$ cat src/rtl/core/bezier_spline_control_points_core_macros.svh
// Assertion macros shared by the spline control point core.
// Needs nothing but a clock and an active-low reset in the including module.
`ifndef BEZIER_SPLINE_CONTROL_POINTS_CORE_MACROS_SVH
`define BEZIER_SPLINE_CONTROL_POINTS_CORE_MACROS_SVH

// Same-cycle implication, checked out of reset.
`define BSC_ASSERT_IMPL(lbl, clk, rstn, ante, cons) \
  lbl: assert property (@(posedge clk) disable iff (!(rstn)) (ante) |-> (cons)) \
    else $error("spline core: same-cycle check failed");

// Next-cycle implication, checked out of reset.
`define BSC_ASSERT_NEXT(lbl, clk, rstn, ante, cons) \
  lbl: assert property (@(posedge clk) disable iff (!(rstn)) (ante) |=> (cons)) \
    else $error("spline core: next-cycle check failed");

`endif

$ cat src/rtl/core/bsc_pkg.sv
// Package of the spline control point core: widths, iterative unit types, helpers.
// Used by bsc_divsqrt and bezier_spline_control_points_core; depends on nothing.
`timescale 1ns / 1ps
`default_nettype none
package bsc_pkg;
  localparam int unsigned CoordW    = 16;
  localparam int unsigned FracBits  = 16;
  localparam int unsigned TanW      = 18;
  localparam int unsigned NumW      = 62;
  localparam int unsigned DenW      = 32;
  localparam int unsigned QuoW      = 48;
  localparam int unsigned DivSteps  = 48;
  localparam int unsigned SqrtSteps = 31;

  typedef enum logic {
    OP_DIV,
    OP_SQRT
  } du_op_e;

  typedef struct packed {
    logic              start;
    du_op_e            op;
    logic [NumW-1:0]   num;
    logic [DenW-1:0]   den;
  } du_req_t;

  typedef struct packed {
    logic              busy;
    logic              done;
    logic [QuoW-1:0]   result;
  } du_rsp_t;

  function automatic logic signed [31:0] sat32(input logic signed [49:0] v);
    logic signed [31:0] r;
    if (v > 50'sd2147483647) begin
      r = 32'sh7FFFFFFF;
    end else if (v < -50'sd2147483648) begin
      r = 32'sh80000000;
    end else begin
      r = v[31:0];
    end
    return r;
  endfunction

  function automatic logic signed [1:0] sgn64(input logic signed [63:0] v);
    logic signed [1:0] r;
    if (v > 64'sd0) begin
      r = 2'sb01;
    end else if (v < 64'sd0) begin
      r = 2'sb11;
    end else begin
      r = 2'sb00;
    end
    return r;
  endfunction
endpackage
`default_nettype wire

$ cat src/rtl/core/bsc_divsqrt.sv
// Shared iterative unit: restoring division one quotient bit a cycle, or
// integer square root one result bit a cycle. Depends on bsc_pkg.
`timescale 1ns / 1ps
`default_nettype none
module bsc_divsqrt (
  input  wire logic             clk_i,
  input  wire logic             rst_ni,
  input  wire bsc_pkg::du_req_t req_i,
  output bsc_pkg::du_rsp_t      rsp_o
);
  import bsc_pkg::*;

  logic                busy_q, done_q;
  du_op_e              op_q;
  logic [5:0]          cnt_q;
  logic [33:0]         rem_q;
  logic [QuoW-1:0]     quo_q;
  logic [NumW-1:0]     work_q;
  logic [DenW-1:0]     den_q;
  logic [33:0]         shv, trial;
  logic                take;

  always_comb begin
    if (op_q == OP_SQRT) begin
      shv   = {rem_q[31:0], work_q[NumW-1 -: 2]};
      trial = {1'b0, quo_q[30:0], 2'b01};
    end else begin
      shv   = {rem_q[32:0], work_q[NumW-1]};
      trial = {2'b00, den_q};
    end
    take = (shv >= trial);
  end

  always_ff @(posedge clk_i or negedge rst_ni) begin
    if (!rst_ni) begin
      busy_q <= 1'b0;
      done_q <= 1'b0;
      op_q   <= OP_DIV;
      cnt_q  <= '0;
      rem_q  <= '0;
      quo_q  <= '0;
      work_q <= '0;
      den_q  <= '0;
    end else begin
      done_q <= 1'b0;
      if (!busy_q && req_i.start) begin
        busy_q <= 1'b1;
        op_q   <= req_i.op;
        rem_q  <= '0;
        quo_q  <= '0;
        den_q  <= req_i.den;
        if (req_i.op == OP_SQRT) begin
          work_q <= req_i.num;
          cnt_q  <= 6'(SqrtSteps);
        end else begin
          work_q <= {req_i.num[QuoW-1:0], (NumW-QuoW)'(0)};
          cnt_q  <= 6'(DivSteps);
        end
      end else if (busy_q) begin
        rem_q <= take ? (shv - trial) : shv;
        quo_q <= {quo_q[QuoW-2:0], take};
        work_q <= (op_q == OP_SQRT) ? {work_q[NumW-3:0], 2'b00} : {work_q[NumW-2:0], 1'b0};
        cnt_q <= cnt_q - 6'd1;
        if (cnt_q == 6'd1) begin
          busy_q <= 1'b0;
          done_q <= 1'b1;
        end
      end
    end
  end

  assign rsp_o.busy   = busy_q;
  assign rsp_o.done   = done_q;
  assign rsp_o.result = quo_q;
endmodule
`default_nettype wire

$ cat config.mk
export PLATFORM = sky130hd
export DESIGN_NAME = bsc_divsqrt
export DESIGN_NICKNAME = d
export VERILOG_FILES = /design/src/rtl/core/bezier_spline_control_points_core_macros.svh /design/src/rtl/core/bsc_pkg.sv /design/src/rtl/core/bsc_divsqrt.sv
export SDC_FILE = /design/constraint.sdc
export NUM_CORES = 1
export LEC_CHECK = 0
export BUFFER_PORTS_ARGS = -buffer_cell sky130_fd_sc_hd__buf_4
export CORE_ASPECT_RATIO = 0.7
export CORE_MARGIN = 3
export CORE_UTILIZATION = 50
export CTS_CLUSTER_DIAMETER = 60
export DETAILED_ROUTE_END_ITERATION = 12
export GPL_ROUTABILITY_DRIVEN = 0
export PLACE_DENSITY = 0.67
export SLEW_MARGIN = 20
export SYNTH_ARGS = -nofsm -noshare
export SYNTH_HDL_FRONTEND = slang
export SYNTH_SLANG_ARGS = --single-unit
$ cat constraint.sdc
create_clock -name clk_i -period 4.2 [get_ports clk_i]
set_input_delay 0.84 -clock clk_i [delete_from_list [all_inputs] [get_ports clk_i]]
set_output_delay 0.84 -clock clk_i [all_outputs]
set_load 0.05 [all_outputs]
Word level (Yosys, flattened, before mapping)
Index checks and enable logic that the tools add are counted.
{"block": "word_totals", "ff_bits": 184, "output_inout_bits": 50, "elab_cells": 35}
{"block": "classes", "n_reduce_logical": 3, "addsub": 2, "n_eq_ne": 1, "muxes": 20, "n_lt_le_gt_ge": 1}
{"op": "$mux 62", "count": 4}
{"op": "$mux 33", "count": 4}
{"op": "$mux 48", "count": 2}
{"op": "$ge 34x33->1", "count": 1}
{"op": "$mux 34", "count": 1}
{"op": "$sub 33x33->33", "count": 1}
{"op": "$mux 6", "count": 3}
{"op": "$eq 6x1->1 const B", "count": 1}
{"op": "$mux 1", "count": 6}
{"op": "$sub 6x1->6 const B", "count": 1}
{"op": "$reduce_bool 2->1", "count": 1}
{"op": "$logic_and 1x1->1", "count": 1}
{"op": "$logic_not 1->1", "count": 1}

Depth between registers and ports, before layout
{"block": "logic_depth", "ltp_word": 5, "ltp_mapped": 16, "ltp_nobuf": 12}

Worst setup path before layout
OpenSTA, ideal clock, no wires.
{"block": "synth_path", "path_type": "reg-to-reg", "startpoint": "register op_q", "endpoint": "register rem_q[1]", "period_less_slack_ns": 3.878, "arrival_time_ns": 3.743, "stages_incl_launch_ff": 17, "path_slack_ns": 0.322, "path_buffers": 4, "setup_time_ns": 0.135, "cell_sequence": "dfrtp_1 buf_2 buf_1 buf_1 or2_2 ha_1 inv_1 fa_1 a21o_1 a311o_1 nand2_1 a211oi_2 o21ai_2 and2_4 buf_8 mux2i_1 mux2i_1"}
{"block": "synth_via", "elab_chain_len": 5, "word_cells_on_any_way": 7, "classes_between": "add/sub: 1; order compare: 1; mux: 5"}
{"item": "start: declaration", "line": "bsc_divsqrt.sv:14", "rtl": "du_op_e op_q;"}
{"item": "start signal: assignment", "line": "bsc_divsqrt.sv:48", "rtl": "op_q <= req_i.op;"}
{"item": "$mux 34 / $mux 33 (equally long branches)", "line": "bsc_divsqrt.sv:24", "rtl": "if (op_q == OP_SQRT) begin"}
{"item": "$sub 33x33->33 / $ge 34x33->1 (equally long branches)", "line": "bsc_divsqrt.sv:60, bsc_divsqrt.sv:31"}
{"item": "$mux 33 (*)", "line": "bsc_divsqrt.sv:60", "rtl": "rem_q <= take ? (shv - trial) : shv;"}
{"item": "$mux 33 (*)", "line": "bsc_divsqrt.sv:59", "rtl": "end else if (busy_q) begin"}
{"item": "$mux 33 (*)", "line": "bsc_divsqrt.sv:46", "rtl": "if (!busy_q && req_i.start) begin"}
{"item": "end signal: assignment", "line": "bsc_divsqrt.sv:60"}
{"item": "end: declaration", "line": "bsc_divsqrt.sv:16", "rtl": "logic [33:0] rem_q;"}
Every way passes the cells marked *; elsewhere a longest branch is shown, timed or not. The select of a mux whose other input is x is not followed.
A chain may end at the register's enable or synchronous reset.

Worst setup path in the final report
{"block": "layout_path", "startpoint": "register op_q", "endpoint": "register rem_q[8]"}
The elaborated chain is that of the path after synthesis.

==> results.json <==
{
  "die_x_um": 188,
  "antenna_found_initial": 0,
  "area.growth.synth_to_final_pct": 16.2,
  "drive_gt1_frac": 0.175,
  "dr.pass1.iters": 5,
  "core-area_sq_um": 22200,
  "rows": 45,
  "post_drt_wl_per_cell_um": 17.9,
  "grt_pass1_vias": 9261,
  "cts_inserted_buffers": 17,
  "grt_usage": 0.243,
  "io_pins": 148,
  "ys_async_sr_fraction": 1.00,
  "critPathArrivalTime_ns": 4.18,
  "skew_ns": 0.0210,
  "final_nets": 1507,
  "initial_utilization": 0.521,
  "yosysWarningCount": 0,
  "syn_avg_cell_area_sq_um": 8.98,
  "cp_slowest_cell": "dfrtp_4",
  "port_buffers": 147,
  "layout_min_cycle_time_ns": 3.88,
  "clk_latency_ns": 0.46,
  "finalSetupTns_ns": 0,
  "worstPathMaxFanout": 51,
  "cts_tree": "yes",
  "worstSetupPathType": "flip-flop to flip-flop",
  "worstReg2RegStart": "op_q",
  "synth.net_count": 1422,
  "synthFlopType": "dfrtp_1",
  "critPathTopFamily": "simple AND/OR/NAND/NOR gates",
  "start_kind": "flip-flop",
  "tightestPinTransition_ns": 1.05,
  "fmax_ghz": 0.258,
  "required_ns": 4.50,
  "slew_viol_final": 0,
  "drcViolationCount": 0,
  "timing.final.crit_share": 0.923,
  "ant_nets": 0,
  "rsz0062_at_grt": "false",
  "antennaDiodeCount": 0,
  "startpoint": "op_q",
  "drt_iter0_markers": 648,
  "synth_cells": 1288,
  "critPathBufInv": 2,
  "relSlewSlack": 0.302,
  "hold_slack_ns": 0.467,
  "setup_viol": 0,
  "synth-edff-count": 0,
  "ys_top_cells_by_area": "dfrtp_1, mux2i_1, nand2_1, a21oi_1, a211oi_1",
  "routed_wl_mm": 30.3,
  "crit_chain": "buf_4, mux2_2, ha_1, nand4_1, nor2_1, nand2_1, nor3b_1, nor4_4, nand2_4, buf_4, mux2i_1, mux2i_1",
  "final_cells": 1691,
  "cts_setup_buffers": 0,
  "hold_viol": 0,
  "cap_violations": 0,
  "syn_area_sq_um": 11600,
  "die_h_um": 133,
  "ys_types": 65,
  "hp-class": "input port to async pin",
  "die_area_sq_um": 25000,
  "max_stage_delay_ns": 0.89,
  "via_per_inst": 5.75,
  "postCtsHoldBufs": 0,
  "status": "complete, no violations",
  "grt_overflow": 0,
  "yosys.area.top_type": "dfrtp_1",
  "dp_hpwl_mm": 20.9,
  "worstSetupEndpointType": "flip-flop",
  "synth_top_area_share": 0.398,
  "htree_levels": 4,
  "ys_seq_area_frac": 0.398,
  "grt_pass1_wl_mm": 49.9,
  "vias": 9717,
  "cts.repair.resized": 0,
  "grt_max_degree": 196,
  "cts.path.max_buffers": 2,
  "ys_seq_elements": 184,
  "clk_pin_slew_worst_paths_ns": 0.08,
  "root_buffer": "clkbuf_16",
  "cts_sinks": 184,
  "dp_cells": 1659
}
## registers in the layout, indices dropped and copies added (netlist names)
register / flops
work_q: 62
quo_q: 48
done_q: 1
op_q: 1
rem_q: 33
den_q: 32
busy_q: 1
cnt_q: 6
## synthesized netlist by cell type (3+ instances only)
cell and n:
or3_1 4, xor2_1 10, and3_1 19, clkbuf_1 65
nor2_1 74, nand3_1 25, a211oi_1 61, a21o_1 17
a31oi_1 5, buf_6 3, xnor2_1 20, a22o_1 3
ha_1 35, buf_2 12, mux2_2 32, nand4_1 14
o211ai_1 12, nor3_1 8, nand2b_1 4, o21bai_1 9
nand2_1 233, buf_1 13, dfrtp_1 184, a21oi_1 126
o21ai_0 70, inv_1 16, o21a_1 3, mux2i_1 165
## layout by cell type, fill, tap and decap left out, types with 5 or more instances in the layout
cell	n
nand2_1	233
dfrtp_1	182
mux2i_1	165
buf_4	159
a21oi_1	126
nor2_1	73
o21ai_0	70
a211oi_1	61
ha_1	35
mux2_2	32
nand3_1	25
xnor2_1	20
and3_1	19
a21o_1	17
clkbuf_16	17
inv_1	16
nand4_1	14
o211ai_1	12
xor2_1	10
o21bai_1	9
nor3_1	8
inv_6	7
a31oi_1	5
## area by class of cell
cell class / instances / area (sq um)
fill: 1987 / 8740
multi-input combinational: 990 / 6490
sequential: 184 / 4610
timing repair buffer: 163 / 1270
clock buffer: 19 / 443
tap: 305 / 382
clock inverter: 13 / 184
inverter: 17 / 68.8
## stage by stage
stage          area [sq um]   util  worst slack [ns]
2_1_floorplan         11600      -             0.322
3_3_place_gp          12800  0.578             0.532
5_1_grt               13400  0.606            0.0913
6_report              13400  0.606             0.323
3_5_place_dp          12800  0.578             0.395
4_1_cts               13400  0.606             0.365
## logic make-up (layout without fill, tap and decap cells)
| logic type | Yosys count | count (layout) | share of synthesized area |
|---|---|---|---|
| simple gates | 394 | 394 | 0.146 |
| compound gates | 333 | 333 | 0.177 |
| mux | 197 | 197 | 0.174 |
| flops | 184 | 184 | 0.398 |
| buf+inv | 114 | 212 | 0.0420 |
| fa+ha+maj | 36 | 36 | 0.0396 |
| xor+xnor | 30 | 30 | 0.0227 |
## layer usage
metal | global-route usage | wire length [um] | vias up
li1 | - | - | 4767
met1 | 0.394 | 16100 | 4679
met2 | 0.327 | 12200 | 247
met3 | 0.0500 | 1680 | 24
met4 | 0.0571 | 308 | 0
met5 | 0 | 0 | -
## final timing paths
path,end,slack (ns),depth (start not counted)
worst max-delay path,rem_q[8],0.32,12
worst min-delay path,quo_q[9],0.47,1
worst max register to register,rem_q[8],0.32,12
worst min register to register,den_q[30],0.48,2
max in group asynchronous,quo_q[33],2.88,2
min in group clk_i,den_q[30],0.48,2
Power is not shown: default switching activity piles up to over one toggle a cycle in this logic, so the estimate is an artifact.
